$ cat config.mk
export PLATFORM = sky130hd
export DESIGN_NAME = string_escape_decoder
export DESIGN_NICKNAME = d
export VERILOG_FILES = /design/src/hw/rtl/sed_pkg.sv /design/src/hw/rtl/string_escape_decoder.sv
export SDC_FILE = /design/constraint.sdc
export NUM_CORES = 1
export LEC_CHECK = 0
export BUFFER_PORTS_ARGS = -buffer_cell sky130_fd_sc_hd__buf_2
export CORE_ASPECT_RATIO = 0.5
export CORE_UTILIZATION = 52
export CTS_CLUSTER_DIAMETER = 60
export DETAILED_ROUTE_END_ITERATION = 8
export PLACE_DENSITY = 0.69
export SYNTH_ARGS = -nofsm -noshare
export SYNTH_HDL_FRONTEND = slang
export SYNTH_SLANG_ARGS = --single-unit
export TNS_END_PERCENT = 50
$ cat constraint.sdc
create_clock -name clk -period 4.4 [get_ports clk]
set_input_delay 0.22 -clock clk [delete_from_list [all_inputs] [get_ports clk]]
set_output_delay 0.22 -clock clk [all_outputs]
set_load 0.01 [all_outputs]
$ cat src/hw/rtl/sed_pkg.sv
`timescale 1ns / 1ps
`default_nettype none

package sed_pkg;

  // escape decoder modes, one-hot
  typedef enum logic [5:0] {
    MODE_PLAIN = 6'b000001,
    MODE_ESC   = 6'b000010,
    MODE_HEX   = 6'b000100,
    MODE_OCT   = 6'b001000,
    MODE_U4    = 6'b010000,
    MODE_U8    = 6'b100000
  } mode_t;

  typedef enum logic [1:0] {
    KIND_BYTE  = 2'd0,
    KIND_CLOSE = 2'd1,
    KIND_ERROR = 2'd2
  } kind_t;

  typedef enum logic [2:0] {
    ERR_NONE      = 3'd0,
    ERR_UNTERM    = 3'd1,
    ERR_UNTERM_ESC = 3'd2,
    ERR_BAD_HEX   = 3'd3,
    ERR_BAD_OCT   = 3'd4,
    ERR_BAD_U4    = 3'd5,
    ERR_BAD_U8    = 3'd6,
    ERR_UNKNOWN   = 3'd7
  } err_t;

  localparam logic       ACT_BYTE = 1'b0;
  localparam logic       ACT_END  = 1'b1;

  localparam logic [7:0] CH_DQUOTE = 8'h22;
  localparam logic [7:0] CH_BSLASH = 8'h5C;
  localparam logic [7:0] CH_SQUOTE = 8'h27;
  localparam logic [7:0] CH_QMARK  = 8'h3F;
  localparam logic [7:0] CH_LC_A   = 8'h61;
  localparam logic [7:0] CH_LC_B   = 8'h62;
  localparam logic [7:0] CH_LC_F   = 8'h66;
  localparam logic [7:0] CH_LC_N   = 8'h6E;
  localparam logic [7:0] CH_LC_R   = 8'h72;
  localparam logic [7:0] CH_LC_T   = 8'h74;
  localparam logic [7:0] CH_LC_V   = 8'h76;
  localparam logic [7:0] CH_LC_X   = 8'h78;
  localparam logic [7:0] CH_LC_U   = 8'h75;
  localparam logic [7:0] CH_UC_U   = 8'h55;
  localparam logic [7:0] CH_ZERO   = 8'h30;
  localparam logic [7:0] CH_ONE    = 8'h31;
  localparam logic [7:0] CH_TWO    = 8'h32;
  localparam logic [7:0] CH_THREE  = 8'h33;

  localparam logic [7:0] VAL_BEL = 8'h07;
  localparam logic [7:0] VAL_BS  = 8'h08;
  localparam logic [7:0] VAL_FF  = 8'h0C;
  localparam logic [7:0] VAL_LF  = 8'h0A;
  localparam logic [7:0] VAL_CR  = 8'h0D;
  localparam logic [7:0] VAL_TAB = 8'h09;
  localparam logic [7:0] VAL_VT  = 8'h0B;

  localparam logic [31:0] CP_MAX     = 32'h0010_FFFF;
  localparam logic [31:0] CP_SUR_LO  = 32'h0000_D800;
  localparam logic [31:0] CP_SUR_HI  = 32'h0000_DFFF;
  localparam logic [31:0] CP_1B_MAX  = 32'h0000_007F;
  localparam logic [31:0] CP_2B_MAX  = 32'h0000_07FF;
  localparam logic [31:0] CP_3B_MAX  = 32'h0000_FFFF;

  localparam logic [7:0] UTF_LEAD2 = 8'hC0;
  localparam logic [7:0] UTF_LEAD3 = 8'hE0;
  localparam logic [7:0] UTF_LEAD4 = 8'hF0;
  localparam logic [7:0] UTF_CONT  = 8'h80;

  // bit 4 flags a valid hex digit, bits 3:0 hold its value
  function automatic logic [4:0] hex_val(input logic [7:0] c);
    logic [4:0] r;
    r = 5'd0;
    if (c >= 8'h30 && c <= 8'h39) begin
      r = {1'b1, c[3:0]};
    end else if ((c >= 8'h61 && c <= 8'h66) || (c >= 8'h41 && c <= 8'h46)) begin
      r = {1'b1, c[3:0] + 4'd9};
    end
    return r;
  endfunction

endpackage

`default_nettype wire

$ cat src/hw/rtl/string_escape_decoder.sv
`timescale 1ns / 1ps
`default_nettype none

// channel  direction  handshake            payload
// in       input      in_valid / in_stall  in_action, in_byte
// out      output     out_valid / out_stall out_kind, out_byte, out_error_code, out_last
//
// one input beat per cycle while in_stall is low; an item's result is loaded from
// the decode register into the result register. a \u or \U escape may give up to
// four utf-8 beats, sent one per cycle from the result register while out_stall is
// low; the decode register holds the next item until the last of them is taken.
// rst_n is synchronous, active low; it clears the valid flags and the escape state.
// in_stall is a registered flag: it rises only when the skid stage holds a beat.

module string_escape_decoder
  import sed_pkg::*;
(
  input  wire logic       clk,
  input  wire logic       rst_n,

  input  wire logic       in_valid,
  output logic            in_stall,
  input  wire logic       in_action,
  input  wire logic [7:0] in_byte,

  output logic            out_valid,
  input  wire logic       out_stall,
  output logic [1:0]      out_kind,
  output logic [7:0]      out_byte,
  output logic [2:0]      out_error_code,
  output logic            out_last
);

  // skid stage: catches the beat taken while the decode register cannot move
  logic       skid_vld_r, skid_vld_nxt;
  logic       skid_act_r;
  logic [7:0] skid_byte_r;

  // decode register
  logic       p_vld_r, p_vld_nxt;
  logic       p_act_r, p_act_nxt;
  logic [7:0] p_byte_r, p_byte_nxt;

  // escape state
  mode_t       mode_r, mode_nxt;
  logic [2:0]  digits_r, digits_nxt;
  logic [31:0] acc_r, acc_nxt;

  // result group register, beat 0 is the one on the port
  logic [2:0]  g_cnt_r;
  kind_t       g_kind_r;
  err_t        g_err_r;
  logic [7:0]  g_b_r [4];

  // decode results
  logic [2:0]  dec_n;
  kind_t       dec_kind;
  err_t        dec_err;
  logic [7:0]  dec_b [4];

  logic        in_acc, out_acc, g_free, p_go;
  logic [4:0]  hv;
  logic [2:0]  d_inc;
  logic [31:0] cp;
  logic        u_done, is_oct;

  assign in_stall = skid_vld_r;
  assign in_acc   = in_valid && !skid_vld_r;

  assign out_valid      = (g_cnt_r != 3'd0);
  assign out_acc        = out_valid && !out_stall;
  assign out_kind       = g_kind_r;
  assign out_byte       = g_b_r[0];
  assign out_error_code = g_err_r;
  assign out_last       = (g_cnt_r == 3'd1);

  // the group register can take a new item when it is empty or drains this cycle
  assign g_free = (g_cnt_r == 3'd0) || (g_cnt_r == 3'd1 && !out_stall);
  assign p_go   = p_vld_r && g_free;

  // input side: decode register is refilled from skid first, then from the port
  always_comb begin
    p_vld_nxt    = p_vld_r;
    p_act_nxt    = p_act_r;
    p_byte_nxt   = p_byte_r;
    skid_vld_nxt = skid_vld_r;
    if (!p_vld_r || p_go) begin
      if (skid_vld_r) begin
        p_vld_nxt    = 1'b1;
        p_act_nxt    = skid_act_r;
        p_byte_nxt   = skid_byte_r;
        skid_vld_nxt = 1'b0;
      end else begin
        p_vld_nxt  = in_acc;
        p_act_nxt  = in_action;
        p_byte_nxt = in_byte;
      end
    end else if (in_acc) begin
      skid_vld_nxt = 1'b1;
    end
  end

  assign hv     = hex_val(p_byte_r);
  assign d_inc  = digits_r + 3'd1;
  assign cp     = {acc_r[27:0], hv[3:0]};
  assign is_oct = (p_byte_r[7:3] == 5'b00110);
  // \U wraps the 3-bit digit count to zero on its eighth digit
  assign u_done = (mode_r == MODE_U4) ? (d_inc == 3'd4) : (d_inc == 3'd0);

  // one item's decode
  always_comb begin
    mode_nxt   = mode_r;
    digits_nxt = digits_r;
    acc_nxt    = acc_r;
    dec_n      = 3'd0;
    dec_kind   = KIND_BYTE;
    dec_err    = ERR_NONE;
    dec_b[0]   = 8'd0;
    dec_b[1]   = 8'd0;
    dec_b[2]   = 8'd0;
    dec_b[3]   = 8'd0;

    if (p_act_r == ACT_END) begin
      mode_nxt   = MODE_PLAIN;
      digits_nxt = 3'd0;
      acc_nxt    = 32'd0;
      dec_n      = 3'd1;
      dec_kind   = KIND_ERROR;
      unique case (mode_r)
        MODE_ESC: dec_err = ERR_UNTERM_ESC;
        MODE_HEX: dec_err = ERR_BAD_HEX;
        MODE_OCT: dec_err = ERR_BAD_OCT;
        MODE_U4:  dec_err = ERR_BAD_U4;
        MODE_U8:  dec_err = ERR_BAD_U8;
        default:  dec_err = ERR_UNTERM;
      endcase
    end else begin
      unique case (mode_r)
        MODE_ESC: begin
          digits_nxt = 3'd0;
          acc_nxt    = 32'd0;
          mode_nxt   = MODE_PLAIN;
          dec_n      = 3'd1;
          unique case (p_byte_r) inside
            CH_DQUOTE, CH_BSLASH, CH_SQUOTE, CH_QMARK: dec_b[0] = p_byte_r;
            CH_LC_A: dec_b[0] = VAL_BEL;
            CH_LC_B: dec_b[0] = VAL_BS;
            CH_LC_F: dec_b[0] = VAL_FF;
            CH_LC_N: dec_b[0] = VAL_LF;
            CH_LC_R: dec_b[0] = VAL_CR;
            CH_LC_T: dec_b[0] = VAL_TAB;
            CH_LC_V: dec_b[0] = VAL_VT;
            CH_LC_X: begin
              mode_nxt = MODE_HEX;
              dec_n    = 3'd0;
            end
            CH_ZERO, CH_ONE, CH_TWO, CH_THREE: begin
              mode_nxt = MODE_OCT;
              acc_nxt  = {30'd0, p_byte_r[1:0]};
              dec_n    = 3'd0;
            end
            CH_LC_U: begin
              mode_nxt = MODE_U4;
              dec_n    = 3'd0;
            end
            CH_UC_U: begin
              mode_nxt = MODE_U8;
              dec_n    = 3'd0;
            end
            default: begin
              dec_kind = KIND_ERROR;
              dec_err  = ERR_UNKNOWN;
            end
          endcase
        end
        MODE_HEX: begin
          if (!hv[4]) begin
            mode_nxt   = MODE_PLAIN;
            digits_nxt = 3'd0;
            acc_nxt    = 32'd0;
            dec_n      = 3'd1;
            dec_kind   = KIND_ERROR;
            dec_err    = ERR_BAD_HEX;
          end else if (d_inc >= 3'd2) begin
            mode_nxt   = MODE_PLAIN;
            digits_nxt = 3'd0;
            acc_nxt    = 32'd0;
            dec_n      = 3'd1;
            dec_b[0]   = {acc_r[3:0], hv[3:0]};
          end else begin
            digits_nxt = d_inc;
            acc_nxt    = {acc_r[27:0], hv[3:0]};
          end
        end
        MODE_OCT: begin
          if (!is_oct) begin
            mode_nxt   = MODE_PLAIN;
            digits_nxt = 3'd0;
            acc_nxt    = 32'd0;
            dec_n      = 3'd1;
            dec_kind   = KIND_ERROR;
            dec_err    = ERR_BAD_OCT;
          end else if (d_inc >= 3'd2) begin
            mode_nxt   = MODE_PLAIN;
            digits_nxt = 3'd0;
            acc_nxt    = 32'd0;
            dec_n      = 3'd1;
            dec_b[0]   = {acc_r[4:0], p_byte_r[2:0]};
          end else begin
            digits_nxt = d_inc;
            acc_nxt    = {acc_r[28:0], p_byte_r[2:0]};
          end
        end
        MODE_U4, MODE_U8: begin
          if (!hv[4] || u_done) begin
            mode_nxt   = MODE_PLAIN;
            digits_nxt = 3'd0;
            acc_nxt    = 32'd0;
          end else begin
            digits_nxt = d_inc;
            acc_nxt    = cp;
          end
          if (!hv[4] || (u_done && (cp > CP_MAX ||
                                    (cp >= CP_SUR_LO && cp <= CP_SUR_HI)))) begin
            dec_n    = 3'd1;
            dec_kind = KIND_ERROR;
            dec_err  = (mode_r == MODE_U4) ? ERR_BAD_U4 : ERR_BAD_U8;
          end else if (u_done) begin
            // utf-8 encode of the finished code point
            if (cp <= CP_1B_MAX) begin
              dec_n    = 3'd1;
              dec_b[0] = cp[7:0];
            end else if (cp <= CP_2B_MAX) begin
              dec_n    = 3'd2;
              dec_b[0] = UTF_LEAD2 | {3'd0, cp[10:6]};
              dec_b[1] = UTF_CONT | {2'd0, cp[5:0]};
            end else if (cp <= CP_3B_MAX) begin
              dec_n    = 3'd3;
              dec_b[0] = UTF_LEAD3 | {4'd0, cp[15:12]};
              dec_b[1] = UTF_CONT | {2'd0, cp[11:6]};
              dec_b[2] = UTF_CONT | {2'd0, cp[5:0]};
            end else begin
              dec_n    = 3'd4;
              dec_b[0] = UTF_LEAD4 | {5'd0, cp[20:18]};
              dec_b[1] = UTF_CONT | {2'd0, cp[17:12]};
              dec_b[2] = UTF_CONT | {2'd0, cp[11:6]};
              dec_b[3] = UTF_CONT | {2'd0, cp[5:0]};
            end
          end
        end
        default: begin
          // plain body
          if (p_byte_r == CH_DQUOTE) begin
            mode_nxt   = MODE_PLAIN;
            digits_nxt = 3'd0;
            acc_nxt    = 32'd0;
            dec_n      = 3'd1;
            dec_kind   = KIND_CLOSE;
          end else if (p_byte_r == CH_BSLASH) begin
            mode_nxt   = MODE_ESC;
            digits_nxt = 3'd0;
            acc_nxt    = 32'd0;
          end else begin
            mode_nxt = MODE_PLAIN;
            dec_n    = 3'd1;
            dec_b[0] = p_byte_r;
          end
        end
      endcase
    end
  end

  // control state
  always_ff @(posedge clk) begin
    if (!rst_n) begin
      skid_vld_r <= 1'b0;
      p_vld_r    <= 1'b0;
      mode_r     <= MODE_PLAIN;
      digits_r   <= 3'd0;
      acc_r      <= 32'd0;
      g_cnt_r    <= 3'd0;
    end else begin
      skid_vld_r <= skid_vld_nxt;
      p_vld_r    <= p_vld_nxt;
      if (p_go) begin
        mode_r   <= mode_nxt;
        digits_r <= digits_nxt;
        acc_r    <= acc_nxt;
        g_cnt_r  <= dec_n;
      end else if (out_acc) begin
        g_cnt_r <= g_cnt_r - 3'd1;
      end
    end
  end

  // payload registers
  always_ff @(posedge clk) begin
    if (in_acc && !skid_vld_nxt) begin
      skid_act_r  <= skid_act_r;
      skid_byte_r <= skid_byte_r;
    end else if (in_acc) begin
      skid_act_r  <= in_action;
      skid_byte_r <= in_byte;
    end
    p_act_r  <= p_act_nxt;
    p_byte_r <= p_byte_nxt;
    if (p_go) begin
      g_kind_r <= dec_kind;
      g_err_r  <= dec_err;
      g_b_r[0] <= dec_b[0];
      g_b_r[1] <= dec_b[1];
      g_b_r[2] <= dec_b[2];
      g_b_r[3] <= dec_b[3];
    end else if (out_acc) begin
      // move the next utf-8 beat onto the port
      g_b_r[0] <= g_b_r[1];
      g_b_r[1] <= g_b_r[2];
      g_b_r[2] <= g_b_r[3];
      g_b_r[3] <= 8'd0;
    end
  end

endmodule

`default_nettype wire
# Word level (Yosys, flattened, before mapping)
# Memories as Yosys holds them, arrays and structs flattened.
# Cells that the tools add are included.
# W data, S select, Z words.
dict set report classes {
  add_sub_neg 3
  n_eq_ne 27
  order_cmp 13
  n_bitwise 5
  muxes 91
  reduce_logical 34
}
# operator count
set op_table {}
lappend op_table {{$mux W28} 8}
lappend op_table {{$pmux W28 S4} 1}
lappend op_table {{$mux W8} 13}
lappend op_table {{$mux W32} 3}
lappend op_table {{$eq A8 B7 Y1 const B} 11}
lappend op_table {{$le A32 B16 Y1 const B} 2}
lappend op_table {{$pmux W8 S8} 1}
lappend op_table {{$mux W3} 19}
lappend op_table {{$eq A8 B6 Y1 const B} 7}
lappend op_table {{$mux W24} 2}
lappend op_table {{$pmux W6 S4} 2}
lappend op_table {{$pmux W3 S4} 3}
lappend op_table {{$ge A32 B16 Y1 const B} 1}
lappend op_table {{$gt A32 B21 Y1 const B} 1}
lappend op_table {{$le A32 B11 Y1 const B} 1}
lappend op_table {{$le A32 B7 Y1 const B} 1}
lappend op_table {{$pmux W8 S4} 1}
lappend op_table {{$mux W6} 5}
lappend op_table {{$mux W21} 1}
lappend op_table {{$mux W2} 9}
lappend op_table {{$reduce_or A18 Y1} 1}
lappend op_table {{$mux W1} 17}
lappend op_table {{$ge A8 B7 Y1 const B} 2}
lappend op_table {{$le A8 B7 Y1 const B} 2}
lappend op_table {{other kinds (33)} 59}
dict set report totals {
  n_memories 1
  out_inout_bits 16
  reg_bits 65
  ramBits 32
  word_cells 186
  inputBits 13
}
# name depth width read_ports rd_clocked_by_memory_dff wr line
set mem_list {}
lappend mem_list {g_b_r 4 8 4 0 4 string_escape_decoder.sv:53} ;# logic [7:0] g_b_r [4];

# Depth between registers and ports, before layout
dict set report depth {
  depth_word 14
  mapped_depth 10
  mapped_depth_nobuf 9
}

# Worst setup path before layout
# No wires, ideal clock.
dict set report synth_timing {
  kind {register to register}
  start {register g_cnt_r[1]}
  end {register skid_act_r, enable pin}
  t_required_ns 4.000
  arrival_ns 2.484
  period_less_slack_ns 2.884
  path_stages_with_launch 6
  path_buffers 0
  setup_time_ns 0.400
  path_slack_ns 1.516
  cell_sequence {dfxtp_1 > inv_1 > ha_1 > inv_1 > o311ai_0 > nor3b_1}
}
dict set report synth_via {
  elab_chain_len 10
  word_cells_on_any_way 11
  classes_between {eq/ne: 1; mux: 1; bitwise: 1; reduce/logical: 8}
}
# item line
set synth_rtl {}
lappend synth_rtl {{start: declaration} string_escape_decoder.sv:50} ;# logic [2:0] g_cnt_r;
lappend synth_rtl {{start signal: assignment} string_escape_decoder.sv:289} ;# g_cnt_r <= dec_n;
lappend synth_rtl {{start signal: assignment} string_escape_decoder.sv:291} ;# g_cnt_r <= g_cnt_r - 3'd1;
lappend synth_rtl {{$eq A3 B1 Y1} string_escape_decoder.sv:78} ;# assign g_free = (g_cnt_r == 3'd0) || (g_cnt_r == 3'd1 && !out_stall);
lappend synth_rtl {{$logic_and A1 B1 Y1} string_escape_decoder.sv:78}
lappend synth_rtl {{$logic_or A1 B1 Y1 (*)} string_escape_decoder.sv:78}
lappend synth_rtl {{$logic_and A1 B1 Y1 (*)} string_escape_decoder.sv:79} ;# assign p_go = p_vld_r && g_free;
lappend synth_rtl {{$logic_or A1 B1 Y1 (*)} string_escape_decoder.sv:87} ;# if (!p_vld_r || p_go) begin
lappend synth_rtl {{$mux W1 (*)} string_escape_decoder.sv:87}
lappend synth_rtl {{$logic_not A1 Y1 (*)} string_escape_decoder.sv:298} ;# if (in_acc && !skid_vld_nxt) begin
lappend synth_rtl {{$logic_and A1 B1 Y1 (*)} string_escape_decoder.sv:298}
lappend synth_rtl {{$not A1 Y1 (no line) (*)} -}
lappend synth_rtl {{$reduce_and A2 Y1 (no line) (*)} -}
lappend synth_rtl {{end signal: assignment} string_escape_decoder.sv:299} ;# skid_act_r <= skid_act_r;
lappend synth_rtl {{end signal: assignment} string_escape_decoder.sv:302} ;# skid_act_r <= in_action;
lappend synth_rtl {{end: declaration} string_escape_decoder.sv:36} ;# logic skid_act_r;
# Mark *: on every way between the ends. The rest lies on a longest branch, timed or not.
# A chain may end at the register's enable or synchronous reset.

# Worst setup path in the final report
dict set report layout_timing {
  start {register p_byte_r[0]}
  end {register acc_r[3]}
}
dict set report layout_via {
  elab_chain_len 10
  word_cells_on_any_way 25
  classes_between {add/sub: 1; order compare: 6; eq/ne: 2; mux: 8; reduce/logical: 8}
}
# item line
set layout_rtl {}
lappend layout_rtl {{start: declaration} string_escape_decoder.sv:42} ;# logic [7:0] p_byte_r, p_byte_nxt;
lappend layout_rtl {{start signal: assignment} string_escape_decoder.sv:306} ;# p_byte_r <= p_byte_nxt;
lappend layout_rtl {{$ge A8 B7 Y1 or $le A8 B7 Y1 (tied branches)} sed_pkg.sv:81} ;# end else if ((c >= 8'h61 && c <= 8'h66) || (c >= 8'h41 && c <= 8'h46)) begin
lappend layout_rtl {{$logic_and A1 B1 Y1} sed_pkg.sv:81}
lappend layout_rtl {{$logic_or A1 B1 Y1} sed_pkg.sv:81}
lappend layout_rtl {{$mux W5} sed_pkg.sv:81}
lappend layout_rtl {{$mux W5} sed_pkg.sv:79} ;# if (c >= 8'h30 && c <= 8'h39) begin
lappend layout_rtl {{$logic_not A1 Y1} string_escape_decoder.sv:215} ;# if (!hv[4] || u_done) begin
lappend layout_rtl {{$logic_or A1 B1 Y1} string_escape_decoder.sv:215}
lappend layout_rtl {{$mux W28} string_escape_decoder.sv:215}
lappend layout_rtl {{$pmux W28 S4} string_escape_decoder.sv:138} ;# unique case (mode_r)
lappend layout_rtl {{$mux W28} string_escape_decoder.sv:123} ;# if (p_act_r == ACT_END) begin
lappend layout_rtl {{end signal: assignment} string_escape_decoder.sv:288} ;# acc_r <= acc_nxt;
lappend layout_rtl {{end: declaration} string_escape_decoder.sv:47} ;# logic [31:0] acc_r, acc_nxt;
# Several ways; a longest one is shown, not always the timed one.

==> impl_metrics.csv <==
group,metric,value,unit
cts,h-tree-depth,3,
cts,numCtsBuffers,9,
die,rows,26,
yosys,synth_area_per_cell,9.83,sq um
critical_path,critPathLaunchType,"flip-flop",
yosys,synth-compound-area-share,26.1,%
yosys,seq_area_frac_synth,43.4,%
die,die_area,11100,sq um
route,vias,4727,
critical_path,required,4640,ps
sta,fmax,295,MHz
final_layout,final_cell_mix,"edfxtp_1 (52), dfxtp_1 (42), nand2_1 (41)",
grt,grt_pass1_wl,23100,um
yosys,ys_ff_latch,94,
critical_path,arrival,3630,ps
die,coreArea,10300,sq um
cts,cts_hold_buf,0,
critical_path,startpoint,"p_byte_r[0]$_DFFE_PP_",
worst_hold_path,whs_path_depth,1,
grt,grt_overflow_total,0,
job,cap_violations,0,
cts,ctsResizeCount,0,
placed_design,place.gp.congestion,0.962,
sta,worst_pin_slew,981,ps
yosys,synth_fa_ha_area_share,2.49,%
cts,cts_tree,"done",
final_layout,fillers,919,
sta,hold_viol,0,
route,wl_per_cell,20.3,um
cts,cts_root_buf,"clkbuf_16",
sta,setup_tns,0,ps
grt,grt_pass1_vias,4238,
route,drt-initial-drc-count,619,
yosys,syn_area,5540,sq um
yosys,ys.warnings.count,0,
critical_path,reg2reg_from,"p_byte_r[0]$_DFFE_PP_",
cts,clk_pin_slew,70,ps
final_layout,syn_to_final_growth,9.33,%
route,via_per_inst,6.56,
die,die_w,148,um
sta,final_max_slew_viol_count,0,
critical_path,r2r_slack,1010,ps
placed_design,dp_hpwl,10600,um
pwr,powerDensity,480,nW/um^2
critical_path,crit_fanout,26,
sta,finalCriticalPeriod,3390,ps
final_layout,antenna_cells,0,
cts,post_cts_buffers,0,
die,ioPinCount,29,
yosys,netlist_instances,563,
yosys,synth_top_family_by_area,"compound AO/OA/AOI/OAI gates",
grt,grt_max_degree,29,
pwr,p_leak,2.43,nW
placed_design,port_buffers,28,
yosys,synth_ff_type,"edfxtp_1",
sta,finClkSkew,8.86,ps
worst_hold_path,hold_end,"skid_byte_r[4]$_DFFE_PP_",
die,die_h,75.0,um
critical_path,r2r_end,"acc_r[3]$_SDFFE_PN0P_",
outcome,outcome,"complete, no violations",
grt,grtUsageTotal,27.8,%
worst_hold_path,hp-start,"in_byte[4]",
critical_path,end_kind,"flip-flop",
critical_path,critPathKind,"reg -> reg",
cts,clk_latency,360,ps
yosys,synthSimpleGateAreaFrac,20.1,%
pwr,vdd_ir_drop_max,0.231,mV
route,drc,0,
sta,finalSetupViolCount,0,
sta,rsz0062_at_grt,"no",
route,ant_nets,0,
sta,relSlewSlack,34.5,%
final_layout,final_common_cell,"edfxtp_1",
final_layout,nets,600,
grt,antenna_found_initial,0,
pwr,power.total,2.90,mW
route,wl,14700,um
yosys,synthXorXnorAreaFrac,0.791,%
route,drt_first_pass_iters,6,
yosys,async_flop_share,0,%
yosys,synthMuxAreaShare,2.37,%
cts,cts.sink_count,94,
yosys,ys_types,77,
die,initial_core_util,53.9,%
cts,cts_buffer_depth,2,
critical_path,r2r_cells,9,
yosys,synth_nets,587,
worst_hold_path,hp-class,"in -> reg",
final_layout,drive_above_1_share,16.0,%
sta,finalCritPeriodShare,77.0,%
yosys,synth_edf_count,52,
## worst max path at each step
stage                             to  depth (start not counted)
3_3_place_gp   acc_r[3]$_SDFFE_PN0P_                          9
6_report       acc_r[3]$_SDFFE_PN0P_                          9
2_1_floorplan   skid_act_r$_DFFE_PP_                          5
4_1_cts        acc_r[3]$_SDFFE_PN0P_                          9
3_5_place_dp   acc_r[3]$_SDFFE_PN0P_                          9
5_1_grt        acc_r[3]$_SDFFE_PN0P_                          9
## metrics by stage
stage,std cells,setup slack [ps],cell area [sq um],utilization [%],hold slack [ps]
final,721,1010,6050,58.9,49.9
after global routing,721,752,6050,58.9,42.8
after CTS,721,1080,6050,58.9,47.2
after detailed placement,705,1090,5760,56.1,415
after global placement,705,1210,5760,56.1,413
after floorplan,563,1520,5540,-,319
## sequential cells by signal (all words and copies together) (netlist names), 2 cells and up
| register | cells |
|---|---|
| g_cnt_r | 3 |
| digits_r | 3 |
| acc_r | 28 |
| skid_byte_r | 8 |
| out_error_code | 3 |
| g_b_r | 29 |
| p_byte_r | 8 |
| mode_r | 6 |
| out_kind | 2 |
## worst max-delay path, cell delays in order (launching register included)
cell and delay [ps]:
edfxtp_1 540, inv_1 200, ha_1 280, or3b_2 480, nor3_1 560, nor2_1 170
a31oi_2 390, nor2_1 70, buf_4 230, a221o_1 360
## power by group
| group | switching, mW | leakage (nW) | total, mW | internal, mW |
|---|---|---|---|---|
| combinational | 0.514 | 1.44 | 0.793 | 0.279 |
| clock | 0.370 | 0.145 | 0.767 | 0.396 |
| sequential | 0.143 | 0.849 | 1.34 | 1.20 |
| total | 1.03 | 2.43 | 2.90 | 1.88 |
## cell usage after synthesis (all sizes together) (4+ instances only)
cell type / number / share of area [%]
buf: 15 / 1.8
clkbuf: 23 / 1.6
nand2: 41 / 2.8
and3: 11 / 1.2
a221o: 10 / 1.8
nor4: 20 / 3.0
nor3: 25 / 2.6
dfxtp: 42 / 15
o21ai: 31 / 2.8
nor2b: 9 / 1.0
nand3: 13 / 1.2
a221oi: 6 / 0.95
a21oi: 21 / 2.0
mux2: 9 / 1.8
edfxtp: 52 / 28
o22ai: 6 / 0.68
o211ai: 6 / 0.81
a211oi: 4 / 0.54
nand2b: 9 / 1.0
a22oi: 5 / 0.68
a31o: 5 / 0.79
nand4: 4 / 0.45
a31oi: 7 / 0.90
inv: 21 / 1.4
o211a: 4 / 0.72
a21o: 30 / 4.1
ha: 11 / 2.5
a22o: 32 / 5.1
nor2: 27 / 1.9
and2: 5 / 0.56
o31ai: 4 / 0.54
## cell type report
class / instances / area, sq um / area share [%]
clock buffer: 9 / 225 / 3.72
sequential: 94 / 2400 / 39.7
clock inverter: 7 / 65.1 / 1.07
multi-input combinational: 410 / 2880 / 47.5
tap: 140 / 175 / 2.89
inverter: 21 / 78.8 / 1.30
timing repair buffer: 40 / 230 / 3.80
## layer usage
layer	global-route usage, %	share of wire, %
met1	38.8	46
met2	42.2	43
met3	7.15	8.9
met4	9.97	2.2
met5	0	0
## logic make-up (layout without fill, tap and decap cells)
group	count (synthesis)	count (layout)
adder cells (fa/ha/maj)	11	11
flip-flops	94	94
XOR/XNOR	5	5
AO/OA/AOI/OAI	192	192
buffers and inverters	59	77
AND/OR/NAND/NOR	190	190
multiplexers	12	12
Power figures use the tool's default switching activity.
